[src/rtl/fps_pkg.sv]
`timescale 1ns / 1ps
// ----------------------------------------------------------------------------
// fps_pkg: shared types and constants
// Widths, command codes and the sequencer state type for the permutation
// sign core.
// ----------------------------------------------------------------------------
package fps_pkg;

    localparam int IMG_W  = 6;    // image / site field width
    localparam int SEEN_W = 64;   // one bit per possible image value
    localparam int OCC_W  = 64;   // occupancy mask width
    localparam int NS_W   = 7;    // num_sites register width
    localparam int APB_AW = 3;    // byte address, one 32-bit register
    localparam int APB_DW = 32;

    localparam logic [NS_W-1:0] NUM_SITES_RST = 7'd64;

    // register word index (paddr[2])
    localparam logic REG_NUM_SITES = 1'b0;

    // command codes
    localparam logic CMD_WRITE = 1'b0;
    localparam logic CMD_QUERY = 1'b1;

    typedef enum logic [1:0] {
        ST_IDLE,
        ST_RUN,
        ST_LAST,
        ST_DONE
    } t_state;

    // control to the parity unit
    typedef struct packed {
        logic clear;
        logic step;
    } t_unit_ctl;

    // mask of image values 0..v inclusive
    function automatic logic [SEEN_W-1:0] mask_up_to(input logic [IMG_W-1:0] v);
        logic [IMG_W-1:0] sh;
        begin
            sh = ~v;   // 63 - v
            mask_up_to = {SEEN_W{1'b1}} >> sh;
        end
    endfunction

endpackage

[src/rtl/fps_ram.sv]
`timescale 1ns / 1ps
// ----------------------------------------------------------------------------
// fps_ram: generic single-port-write, registered-read RAM
// One write and one read per cycle; read data appears in the next cycle.
// ----------------------------------------------------------------------------
module fps_ram #(
    parameter int WIDTH = 6,
    parameter int DEPTH = 64
) (
    input  logic                     i_clk,
    input  logic                     i_we,
    input  logic [$clog2(DEPTH)-1:0] i_waddr,
    input  logic [WIDTH-1:0]         i_wdata,
    input  logic [$clog2(DEPTH)-1:0] i_raddr,
    output logic [WIDTH-1:0]         o_rdata
);

    logic [WIDTH-1:0] r_mem [DEPTH];
    logic [WIDTH-1:0] r_rdata;

    always_ff @(posedge i_clk) begin
        if (i_we) begin
            r_mem[i_waddr] <= i_wdata;
        end
        r_rdata <= r_mem[i_raddr];
    end

    assign o_rdata = r_rdata;

endmodule

[src/rtl/fps_unit.sv]
`timescale 1ns / 1ps
// ----------------------------------------------------------------------------
// fps_unit: inversion parity accumulator
// Per occupied site: toggles parity by (seen count - seen images <= v),
// then marks image v as seen.
// ----------------------------------------------------------------------------
module fps_unit (
    input  logic                    i_clk,
    input  logic                    i_rst_n,
    input  fps_pkg::t_unit_ctl      i_ctl,
    input  logic [fps_pkg::IMG_W-1:0] i_image,
    output logic                    o_odd
);
    import fps_pkg::*;

    logic [SEEN_W-1:0] r_seen, n_seen;
    logic              r_cnt_par, n_cnt_par;   // parity of occupied sites seen
    logic              r_odd, n_odd;
    logic              w_le_par;

    // only the parity of the count matters: an XOR tree replaces popcount
    assign w_le_par = ^(r_seen & mask_up_to(i_image));

    always_comb begin
        n_seen    = r_seen;
        n_cnt_par = r_cnt_par;
        n_odd     = r_odd;
        if (i_ctl.clear) begin
            n_seen    = '0;
            n_cnt_par = 1'b0;
            n_odd     = 1'b0;
        end else if (i_ctl.step) begin
            n_odd     = r_odd ^ r_cnt_par ^ w_le_par;
            n_seen    = r_seen | (SEEN_W'(1) << i_image);
            n_cnt_par = ~r_cnt_par;
        end
    end

    always_ff @(posedge i_clk) begin
        if (!i_rst_n) begin
            r_cnt_par <= 1'b0;
            r_odd     <= 1'b0;
        end else begin
            r_cnt_par <= n_cnt_par;
            r_odd     <= n_odd;
        end
        r_seen <= n_seen;
    end

    assign o_odd = r_odd;

endmodule

[src/rtl/fermion_permutation_sign_core.sv]
`timescale 1ns / 1ps
// ----------------------------------------------------------------------------
// fermion_permutation_sign_core: fermionic sign of a site permutation
// Holds a site -> image table; queries return the parity of the inversion
// count of the images of the occupied sites.
// ----------------------------------------------------------------------------
//  channel   | signals                                         | handshake
//  ----------+-------------------------------------------------+---------------
//  command   | i_cmd, i_entry_site, i_entry_image, i_occupancy | start & !busy
//  result    | o_sign_odd                                      | o_valid strobe
//  config    | psel, penable, pwrite, paddr, pwdata, prdata    | APB, pready=1
//
//  Write beat (cmd 0): table written at the accepting edge, busy stays low.
//  Query beat (cmd 1): one table read per cycle through the RAM port;
//    the result strobe follows the reads of L = min(num_sites, MAX_SITES)
//    sites, and busy is high until the strobe cycle ends.
//  Reset: synchronous, active low; clears the sequencer and sets num_sites
//    to 64. Table contents are undefined until written.
//  The result is shown for one cycle only; the receiver cannot stall it.
// ----------------------------------------------------------------------------
module fermion_permutation_sign_core #(
    parameter int MAX_SITES = 64
) (
    input  logic                          i_clk,
    input  logic                          i_rst_n,
    // command
    input  logic                          start,
    output logic                          busy,
    input  logic                          i_cmd,
    input  logic [fps_pkg::IMG_W-1:0]     i_entry_site,
    input  logic [fps_pkg::IMG_W-1:0]     i_entry_image,
    input  logic [fps_pkg::OCC_W-1:0]     i_occupancy,
    // result
    output logic                          o_valid,
    output logic                          o_sign_odd,
    // config
    input  logic                          psel,
    input  logic                          penable,
    input  logic                          pwrite,
    input  logic [fps_pkg::APB_AW-1:0]    paddr,
    input  logic [fps_pkg::APB_DW-1:0]    pwdata,
    output logic [fps_pkg::APB_DW-1:0]    prdata,
    output logic                          pready
);
    import fps_pkg::*;

    localparam int AW = $clog2(MAX_SITES);       // table address
    localparam int CW = $clog2(MAX_SITES + 1);   // site counter, holds MAX_SITES

    // ---------------- config register ----------------
    logic [NS_W-1:0] r_num_sites;
    logic            w_cfg_wr;

    assign pready   = 1'b1;
    assign w_cfg_wr = psel & penable & pwrite & pready & (paddr[2] == REG_NUM_SITES);

    always_ff @(posedge i_clk) begin
        if (!i_rst_n) begin
            r_num_sites <= NUM_SITES_RST;
        end else if (w_cfg_wr) begin
            r_num_sites <= pwdata[NS_W-1:0];
        end
    end

    assign prdata = (paddr[2] == REG_NUM_SITES) ? APB_DW'(r_num_sites) : '0;

    // effective site count, saturated at MAX_SITES
    logic [NS_W-1:0] w_lim_full;
    logic [CW-1:0]   w_limit;

    assign w_lim_full = (r_num_sites > NS_W'(MAX_SITES)) ? NS_W'(MAX_SITES) : r_num_sites;
    assign w_limit    = w_lim_full[CW-1:0];

    // ---------------- sequencer ----------------
    t_state          r_state, n_state;
    logic [CW-1:0]   r_site, n_site;
    logic [OCC_W-1:0] r_occ, n_occ;      // shifts right, bit 0 is current site
    logic            r_rd_vld, n_rd_vld; // RAM data valid next cycle
    logic            r_rd_occ, n_rd_occ; // that site is occupied
    logic            w_accept;
    logic            w_we;
    t_unit_ctl       w_ctl;
    logic [IMG_W-1:0] w_image;
    logic            w_odd;

    assign w_accept = start & ~busy;
    // a write to a site past the table is dropped
    assign w_we     = w_accept & (i_cmd == CMD_WRITE)
                    & ({1'b0, i_entry_site} < (IMG_W+1)'(MAX_SITES));

    always_ff @(posedge i_clk) begin
        if (!i_rst_n) begin
            r_state  <= ST_IDLE;
            r_rd_vld <= 1'b0;
        end else begin
            r_state  <= n_state;
            r_rd_vld <= n_rd_vld;
        end
        r_site   <= n_site;
        r_occ    <= n_occ;
        r_rd_occ <= n_rd_occ;
    end

    always_comb begin
        n_state   = r_state;
        n_site    = r_site;
        n_occ     = r_occ;
        n_rd_vld  = 1'b0;
        n_rd_occ  = 1'b0;
        w_ctl     = '0;
        busy      = 1'b1;
        o_valid   = 1'b0;
        case (r_state)
            ST_IDLE: begin
                busy = 1'b0;
                if (w_accept && (i_cmd == CMD_QUERY)) begin
                    n_state   = ST_RUN;
                    n_site    = '0;
                    n_occ     = i_occupancy;
                    w_ctl.clear = 1'b1;
                end
            end
            ST_RUN: begin
                // finish the previous site's read while issuing the next
                w_ctl.step = r_rd_vld & r_rd_occ;
                if (r_site < w_limit) begin
                    n_rd_vld = 1'b1;
                    n_rd_occ = r_occ[0];
                    n_occ    = r_occ >> 1;
                    n_site   = r_site + CW'(1);
                end else begin
                    n_state = ST_DONE;
                end
            end
            ST_LAST: begin
                // not entered; kept for decode completeness
                n_state = ST_DONE;
            end
            ST_DONE: begin
                o_valid = 1'b1;
                n_state = ST_IDLE;
            end
            default: begin
                n_state = ST_IDLE;
            end
        endcase
    end

    assign o_sign_odd = w_odd;

    // ---------------- table ----------------
    fps_ram #(
        .WIDTH (IMG_W),
        .DEPTH (MAX_SITES)
    ) u_table (
        .i_clk   (i_clk),
        .i_we    (w_we),
        .i_waddr (i_entry_site[AW-1:0]),
        .i_wdata (i_entry_image),
        .i_raddr (r_site[AW-1:0]),
        .o_rdata (w_image)
    );

    // ---------------- parity unit ----------------
    fps_unit u_unit (
        .i_clk   (i_clk),
        .i_rst_n (i_rst_n),
        .i_ctl   (w_ctl),
        .i_image (w_image),
        .o_odd   (w_odd)
    );

endmodule
[config.mk]
export PLATFORM = sky130hd
export DESIGN_NAME = fermion_permutation_sign_core
export DESIGN_NICKNAME = d
export VERILOG_FILES = /design/src/rtl/fps_pkg.sv /design/src/rtl/fps_ram.sv /design/src/rtl/fps_unit.sv /design/src/rtl/fermion_permutation_sign_core.sv
export SDC_FILE = /design/constraint.sdc
export NUM_CORES = 1
export LEC_CHECK = 0
export BUFFER_PORTS_ARGS = -buffer_cell sky130_fd_sc_hd__buf_2
export CAP_MARGIN = 30
export CORE_UTILIZATION = 53
export CTS_CLUSTER_SIZE = 8
export DETAILED_ROUTE_END_ITERATION = 10
export PLACE_DENSITY_LB_ADDON = 0.05
export RECOVER_POWER = 100
export SLEW_MARGIN = 10
export SYNTH_ARGS = -nofsm -noshare
export SYNTH_HDL_FRONTEND = slang
export SYNTH_SLANG_ARGS = --single-unit
[constraint.sdc]
create_clock -name i_clk -period 9.5 [get_ports i_clk]
set_input_delay 0.95 -clock i_clk [delete_from_list [all_inputs] [get_ports i_clk]]
set_output_delay 0.95 -clock i_clk [all_outputs]
set_load 0.02 [all_outputs]
==> flow_summary.json, run 1 <==
{
  "synthArstFlopShare_pct": 0,
  "r2r_setup_slack_ns": 3.82,
  "fmax_mhz": 176,
  "cts_made_buffers": 77,
  "endpoint_kind": "flip-flop",
  "min_period_ns": 5.68,
  "crit_path_end": "r_occ[57]",
  "firstDrtPassIters": 7,
  "grt.total_usage_pct": 22.9,
  "ys.warnings.count": 0,
  "hold_class": "reg2reg",
  "via_per_inst": 5.82,
  "synth_flop_cell": "edfxtp_1",
  "core-area_mm2": 0.0419,
  "cts_resized": 0,
  "dieArea_mm2": 0.0432,
  "ys_seq_elements": 538,
  "antenna_found_initial": 0,
  "instances_no_fill": 2046,
  "portBuffers": 100,
  "initial_utilization_pct": 53.6,
  "tritoncts": "done",
  "syn_to_final_growth_pct": 13.5,
  "drive_gt1_share_pct": 25.1,
  "maxCapViolCount": 9,
  "pin_count": 154,
  "grt_max_degree": 101,
  "drt_iter0_markers": 910,
  "ant_nets": 0,
  "hpwlAfterDp_mm": 28.8,
  "rr_startpoint": "r_num_sites[6]",
  "routed_wl_mm": 48.1,
  "worst-endpoint-arrival_ns": 5.79,
  "grt_overflow": 0,
  "htreeDepth": 3,
  "hold_viol_final": 0,
  "peakVddDrop_mv": 0.227,
  "grt_pass1_vias": 12000,
  "power.density_mw_per_mm2": 292,
  "cp_max_fo": 71,
  "setup_viol": 0,
  "yosysSeqAreaShare_pct": 68.3,
  "rows": 75,
  "dp.cells": 1933,
  "skew_ns": 0.0188,
  "cts_sinks": 538,
  "diodes": 0,
  "worstPathRequired_ns": 9.61,
  "clk_latency_ns": 0.61,
  "wl_per_cell_um": 23.5,
  "worstRegToRegCells": 12,
  "globalplace.congestion": 0.822,
  "outcome": "finished, violations left",
  "clkTransAtPathRegs_ns": 0.05,
  "synthesis.area_mm2": 0.0224,
  "die_y_um": 208,
  "tns_ns": 0,
  "rsz0062_at_grt": "false",
  "power.leakage_nw": 8.54,
  "synth_edf_count": 455,
  "violations": "max-capacitance violations, max-slew violations",
  "drcViolationCount": 0,
  "grt_pass1_wl_mm": 73.8,
  "worst_pin_slew_ns": 3.99,
  "cp-startpoint": "r_num_sites[6]",
  "post_cts_buffers": 0,
  "cts-root-buf": "clkbuf_16",
  "dr_total_vias": 11900,
  "cp-start-kind": "flip-flop",
  "rr_endpoint": "r_occ[57]",
  "worstSetupPathType": "reg2reg",
  "finalCritPeriodShare_pct": 59.8,
  "max_slew_margin_pct": -166,
  "cts_hold_buffers": 0,
  "syn_area_per_cell_um2": 16.6,
  "maxSlewViolCount": 499,
  "num-nets-final": 1602,
  "clock_path_buffers": 3,
  "synth_cells": 1355,
  "die_w_um": 208,
  "ys_types": 64
}
-- cell families (layout without fill, tap and decap cells) --
family	after synthesis	after routing	synth area share (%)
muxes	202	202	16.4
other	2	26	0.0335
adders and majority gates	11	11	0.614
xor gates and xnor gates	48	48	2.19
and+or+nand+nor	279	279	5.62
AOI/OAI and AO/OA	159	159	4.34
DFF	538	538	68.3
buffers and inverters	116	244	2.48
-- area by class of cell --
class	instances	area [um2]
tap	539	674
multi-input combinational	725	6650
timing repair buffer	120	611
fill	3125	16400
clock buffer	106	2040
clock inverter	7	113
sequential	538	15300
inverter	11	41.3
-- worst min path at each step --
| stage | start | to | slack (ns) | cells past startpoint |
|---|---|---|---|---|
| final | r_occ[0] | r_rd_occ | 0.44 | 1 |
| after detailed placement | r_occ[0] | r_rd_occ | 0.44 | 1 |
| after floorplan | r_occ[0] | r_rd_occ | 0.42 | 1 |
| after global routing | r_occ[0] | r_rd_occ | 0.47 | 1 |
| after global placement | r_occ[0] | r_rd_occ | 0.44 | 1 |
| after CTS | r_occ[0] | r_rd_occ | 0.45 | 1 |
-- cells in the mapped netlist, types with 3 or more instances --
cell	n	share of area [%]
a211oi_1	4	0.13
a21o_1	12	0.40
a21oi_1	75	1.7
a31oi_1	11	0.31
and2_1	7	0.20
and3_1	10	0.28
buf_1	19	0.32
buf_2	10	0.22
buf_4	27	0.90
clkbuf_1	48	0.80
dfxtp_1	83	7.4
edfxtp_1	455	61
ha_1	11	0.61
inv_1	8	0.13
mux2_2	64	3.2
mux2i_1	12	0.54
mux4_2	126	13
nand2_1	35	0.59
nand3_1	16	0.36
nand3b_1	6	0.20
nor2_1	160	2.7
nor2b_1	20	0.56
nor3_1	5	0.11
nor3b_1	3	0.10
o211ai_1	6	0.20
o21ai_0	11	0.25
o21ai_1	5	0.11
o22ai_1	5	0.14
o31ai_1	9	0.30
o41ai_1	4	0.16
xnor2_1	20	0.78
xnor3_1	4	0.40
xor2_1	23	0.90
-- sequential cells by signal, indices dropped and copies added, names as in the netlist --
signal / cells
r_rd_occ: 1
r_rd_vld: 1
u_unit.r_cnt_par: 1
u_unit.r_seen: 64
r_site: 7
r_state: 2
u_table.r_mem: 384
r_num_sites: 7
u_unit.o_odd: 1
u_table.o_rdata: 6
r_occ: 64
-- layer usage --
metal / up-vias / wire length, um / GRT usage [%]
li1: 5455 / - / -
met1: 6035 / 21000 / 32.1
met2: 332 / 23600 / 36.8
met3: 77 / 2250 / 3.84
met4: 0 / 1240 / 7.97
met5: - / 0 / 0
-- stage by stage --
| step | hold WS, ns | setup WS [ns] | power, mW | cell area [um2] | utilization [%] |
|---|---|---|---|---|---|
| detailed placement | 0.444 | 5.71 | 4.99 | 23400 | 55.9 |
| global route | 0.466 | 3.20 | 7.74 | 25500 | 60.8 |
| global placement | 0.439 | 5.78 | 4.97 | 23300 | 55.7 |
| CTS | 0.449 | 5.89 | 7.46 | 25600 | 61.1 |
| floorplan | 0.420 | 3.38 | 4.43 | 22500 | - |
| finish | 0.442 | 3.82 | 7.44 | 25500 | 60.8 |
-- worst max-delay path, cell delays in order (launching register included) --
cell      delay (ns)
dfxtp_1         0.33
clkinv_1        0.20
nand2_1         0.12
ha_1            0.23
a21o_1          0.16
a21o_1          0.17
a21o_1          0.16
a21o_1          0.17
a21o_1          0.17
a211oi_1        0.45
a21oi_1         0.13
a21oi_4         0.13
clkbuf_1        2.73
-- placed cells by master (no fill, tap or decap), types with 11 or more instances in the layout --
cell	netlist	layout
edfxtp_1	455	455
nor2_1	160	160
mux4_2	126	126
buf_2	10	85
dfxtp_1	83	83
clkbuf_16	0	77
a21oi_1	75	74
mux2_2	64	62
clkbuf_1	48	53
nand2_1	35	35
conb_1	2	26
xor2_1	23	23
nor2b_1	20	20
xnor2_1	20	20
nand3_1	16	16
a21o_1	12	12
mux2i_1	12	12
a31oi_1	11	11
o21ai_0	11	11
ha_1	11	11
-- report_power, final --
group	internal [mW]	switching, mW	total [mW]
sequential	2.89	0.0678	2.95
combinational	0.904	1.12	2.02
clock	1.48	0.975	2.46
Power figures use the tool's default switching activity.
==> run 2, diff against run 1 <==
- clock period: 9.5 -> 5.4 ns (I/O delays scaled with it)
==> flow_summary.json, run 2 (synthesized netlist as in run 1, its figures left out) <==
{
  "drive_gt1_share_pct": 25.6,
  "grt.total_usage_pct": 23.2,
  "cts_hold_buffers": 0,
  "worstPathRequired_ns": 5.86,
  "holdPathStages": 3,
  "max_slew_margin_pct": -99.6,
  "dp_slack_ns": 1.80,
  "globalplace.congestion": 0.824,
  "violations": "max-capacitance violations, max-slew violations",
  "layout_common_cells": "455 x edfxtp_1, 160 x nor2_1, 126 x mux4_2",
  "skew_ns": 0.0192,
  "clock_path_buffers": 3,
  "die_y_um": 208,
  "worst_pin_slew_ns": 2.99,
  "hold_class": "in2reg",
  "cts-root-buf": "clkbuf_16",
  "cts_sinks": 538,
  "endpoint_kind": "flip-flop",
  "final_util_pct": 60.8,
  "largest_reg_flops": 384,
  "maxSlewViolCount": 367,
  "hold_viol_final": 0,
  "final_common_cell": "edfxtp_1",
  "fmax_mhz": 227,
  "cp_max_fo": 36,
  "holdPathEnd": "r_num_sites[6]",
  "maxCapViolCount": 7,
  "top_regs": "u_table.r_mem: 384 flops, r_occ: 64 flops, u_unit.r_seen: 64 flops",
  "routed_wl_mm": 48.3,
  "cts_resized": 0,
  "slowest_stage": "clkbuf_1",
  "clk_latency_ns": 0.60,
  "grt_overflow": 0,
  "rows": 75,
  "via_per_inst": 5.87,
  "antenna_found_initial": 2,
  "cts_made_buffers": 77,
  "path_cells": "buf_4 > clkbuf_1 > buf_12 > mux4_2 > mux4_2 > mux4_2",
  "finalCritPeriodShare_pct": 81.6,
  "cpPeakStageDelay_ns": 1.66,
  "hpwlAfterDp_mm": 29.1,
  "grt_pass1_wl_mm": 74.9,
  "worst-endpoint-arrival_ns": 4.87,
  "rr_endpoint": "u_table.o_rdata[3]",
  "rr_startpoint": "r_site[1]",
  "power.leakage_nw": 8.56,
  "critPathBufInv": 3,
  "top_register": "u_table.r_mem",
  "grt_max_degree": 101,
  "syn_to_final_growth_pct": 13.5,
  "die_w_um": 208,
  "tns_ns": 0,
  "grt_pass1_vias": 12400,
  "r2r_setup_slack_ns": 1.0,
  "ant_nets": 0,
  "final_area_mm2": 0.0255,
  "dr_total_vias": 12000,
  "crit_path_frequent_cell": "mux4_2",
  "cp-start-kind": "flip-flop",
  "holdWs_ns": 0.193,
  "pin_count": 154,
  "portBuffers": 100,
  "worstRegToRegCells": 6,
  "fin_ws_ns": 0.995,
  "min_period_ns": 4.40,
  "post_cts_buffers": 0,
  "dieArea_mm2": 0.0432,
  "firstDrtPassIters": 5,
  "place_area_mm2": 0.0234,
  "worstSetupPathType": "reg2reg",
  "outcome": "finished, violations left",
  "initial_utilization_pct": 53.6,
  "tritoncts": "done",
  "hp-start": "pwdata[6]",
  "rsz0062_at_grt": "false",
  "htreeDepth": 3,
  "setup_viol": 0,
  "wl_per_cell_um": 23.7,
  "core-area_mm2": 0.0419,
  "drcViolationCount": 0,
  "crit_family": "buffers and inverters",
  "power.density_mw_per_mm2": 508,
  "clkTransAtPathRegs_ns": 0.05,
  "drt_iter0_markers": 976,
  "peakVddDrop_mv": 0.418,
  "num-nets-final": 1604
}
==> run 2: cell count changes in the layout (fill, tap and decap cells not counted), sizes merged <==
cell	delta
clkbuf	-11
diode	+2
buf	+4
==> run 2: per-layer routing <==
metal | share of wire (%) | GRT usage, % | vias up | routed length [um]
met5 | 0 | 0 | - | 0
met4 | 3.0 | 8.58 | 0 | 1470
met3 | 6.3 | 5.46 | 102 | 3050
met2 | 48 | 36.8 | 381 | 23300
met1 | 42 | 31.6 | 6057 | 20400
li1 | - | - | 5450 | -
==> run 2: per-stage QoR <==
stage,std cells,power [mW]
CTS,2039,13.1
floorplan,1379,7.77
finish,2041,12.9
global placement,1931,8.72
detailed placement,1935,8.78
global route,2039,13.5
==> run 2: worst max-delay path by stage <==
| stage | startpoint | end | slack (ns) | cells after the start |
|---|---|---|---|---|
| after floorplan | r_site[0] | r_occ[0] | 0.87 | 10 |
| after detailed placement | r_num_sites[6] | r_occ[55] | 1.80 | 12 |
| after CTS | r_num_sites[6] | r_occ[60] | 1.77 | 12 |
| after global routing | r_site[1] | u_table.o_rdata[3] | 0.83 | 6 |
| final | r_site[1] | u_table.o_rdata[3] | 1.0 | 6 |
| after global placement | u_table.o_rdata[3] | u_unit.o_odd | 1.83 | 10 |
==> run 2: where the power goes <==
group | switching [mW] | total [mW] | internal (mW)
clock | 1.68 | 4.27 | 2.58
combinational | 1.90 | 3.44 | 1.55
sequential | 0.199 | 5.23 | 5.03
total | 3.78 | 12.9 | 9.16
==> run 2: area by class of cell <==
type,instances,area [um2]
Multi-Input combinational cell,725,6650
Tap cell,539,674
Antenna cell,2,5.00
Sequential cell,538,15300
Timing Repair Buffer,122,656
Inverter,11,41.3
Fill cell,3131,16400
Clock inverter,7,110
Clock buffer,97,2000
==> run 2: tightest hold or removal path: stages <==
cell,delay [ns]
buf_2,0.07
o21ai_0,0.07
nand2_1,0.06
==> run 3, diff against run 2 <==
- clock period: 5.4 -> 3.65 ns (I/O delays scaled with it)
==> flow_summary.json, run 3 (synthesized netlist as in run 1, its figures left out) <==
{
  "pin_count": 154,
  "peakVddDrop_mv": 0.817,
  "grt_max_degree": 101,
  "cts_hold_buffers": 0,
  "final_common_cell": "edfxtp_1",
  "worstPathRequired_ns": 4.17,
  "rows": 75,
  "post_cts_buffers": 0,
  "drt_iter0_markers": 954,
  "power.leakage_nw": 8.72,
  "power.density_mw_per_mm2": 746,
  "cp_max_fo": 15,
  "htreeDepth": 3,
  "clock_path_buffers": 3,
  "maxSlewViolCount": 289,
  "routed_wl_mm": 47.9,
  "cts_made_buffers": 77,
  "cts_sinks": 538,
  "finalCritPeriodShare_pct": 90.5,
  "drcViolationCount": 0,
  "crit_family": "XOR/XNOR gates",
  "dieArea_mm2": 0.0432,
  "die_y_um": 208,
  "core-area_mm2": 0.0419,
  "largest_reg_flops": 384,
  "cp-start-kind": "flip-flop",
  "violations": "max-capacitance violations, max-slew violations",
  "portBuffers": 100,
  "cts_resized": 0,
  "ant_nets": 0,
  "clk_latency_ns": 0.60,
  "cts-root-buf": "clkbuf_16",
  "maxCapViolCount": 6,
  "outcome": "finished, violations left",
  "worst-endpoint-arrival_ns": 3.83,
  "tritoncts": "done",
  "tns_ns": 0,
  "dp.cells": 2026,
  "worstRegToRegCells": 10,
  "worstSetupPathType": "reg2reg",
  "min_period_ns": 3.30,
  "skew_ns": 0.0194,
  "instances_no_fill": 2130,
  "rsz0062_at_grt": "false",
  "max_slew_margin_pct": -43.0,
  "firstDrtPassIters": 5,
  "grt.total_usage_pct": 22.9,
  "die_w_um": 208,
  "hpwlAfterDp_mm": 31.0,
  "grt_overflow": 0,
  "critPathBufInv": 0,
  "cp.depth": 10,
  "drive_gt1_share_pct": 24.5,
  "hold_viol_final": 0,
  "grt_pass1_vias": 12600,
  "clkTransAtPathRegs_ns": 0.05,
  "top_regs": "u_table.r_mem: 384 flops, r_occ: 64 flops, u_unit.r_seen: 64 flops",
  "num-nets-final": 1695,
  "setup_viol": 0,
  "endpoint_kind": "flip-flop",
  "grt_pass1_wl_mm": 74.3,
  "holdPathStages": 3,
  "slowest_stage": "or4_1",
  "r2r_setup_slack_ns": 0.35,
  "layout_common_cells": "455 x edfxtp_1, 160 x nor2_1, 126 x mux4_2",
  "fmax_mhz": 303,
  "initial_utilization_pct": 53.6,
  "path_cells": "or4_1 > o21ai_0 > xor2_1 > xnor3_1 > xor2_1 > xnor3_1 > xor3_2 > a21oi_1 > nand3b_1 > a21oi_1",
  "antenna_found_initial": 2,
  "syn_to_final_growth_pct": 15.3,
  "wl_per_cell_um": 22.5,
  "via_per_inst": 5.75,
  "dr_total_vias": 12300,
  "hold_class": "in2reg",
  "top_register": "u_table.r_mem",
  "worst_pin_slew_ns": 2.14,
  "globalplace.congestion": 0.860,
  "cpPeakStageDelay_ns": 0.66
}
## run 3: area by class of cell
cell class	count	area, um2
multi-input cells	725	6650
repair buffers	213	1030
clock buffers	97	2040
fillers	3169	16000
diodes	1	2.50
well taps	539	674
inverters	11	41.3
flip-flops and latches	538	15300
clock inverters	6	104
## run 3: final timing paths
| check | end | start |
|---|---|---|
| worst max-delay path | u_unit.o_odd | u_table.o_rdata[1] |
| worst min-delay path | r_num_sites[3] | pwdata[3] |
| worst max register to register | u_unit.o_odd | u_table.o_rdata[1] |
| worst min register to register | r_rd_occ | r_occ[0] |
## run 3: report_power, final
group	switching, mW	internal, mW	leakage (nW)
clock network	2.47	3.89	1.04
registers	0.244	7.44	4.79
logic	2.89	2.36	2.88
## run 3: metrics by stage
stage	hold slack, ns	total power, mW	util [%]	instance area, um2	worst slack [ns]
final	0.0280	19.3	61.8	25900	0.346
after global routing	0.0154	20.1	61.8	25900	0.160
after CTS	0.00816	19.6	62.9	26300	0.450
after detailed placement	0.446	13.2	57.8	24200	0.468
after global placement	0.434	13.1	57.5	24100	0.509
after floorplan	0.420	11.5	-	22500	0.00690
## run 3: metal layers
metal / share of wire [%] / GRT usage (%) / up-vias
li1: - / - / 5622
met1: 42 / 31.4 / 6151
met2: 49 / 36.5 / 379
met3: 6.2 / 5.36 / 96
met4: 2.6 / 7.33 / 2
met5: 0.027 / 0 / -
## run 3: tightest hold or removal path: cells and delay by family
kind | cells | cell delay (ns)
muxes | 1 | 0.05
buffers and inverters | 1 | 0.08
and+or+nand+nor | 1 | 0.09
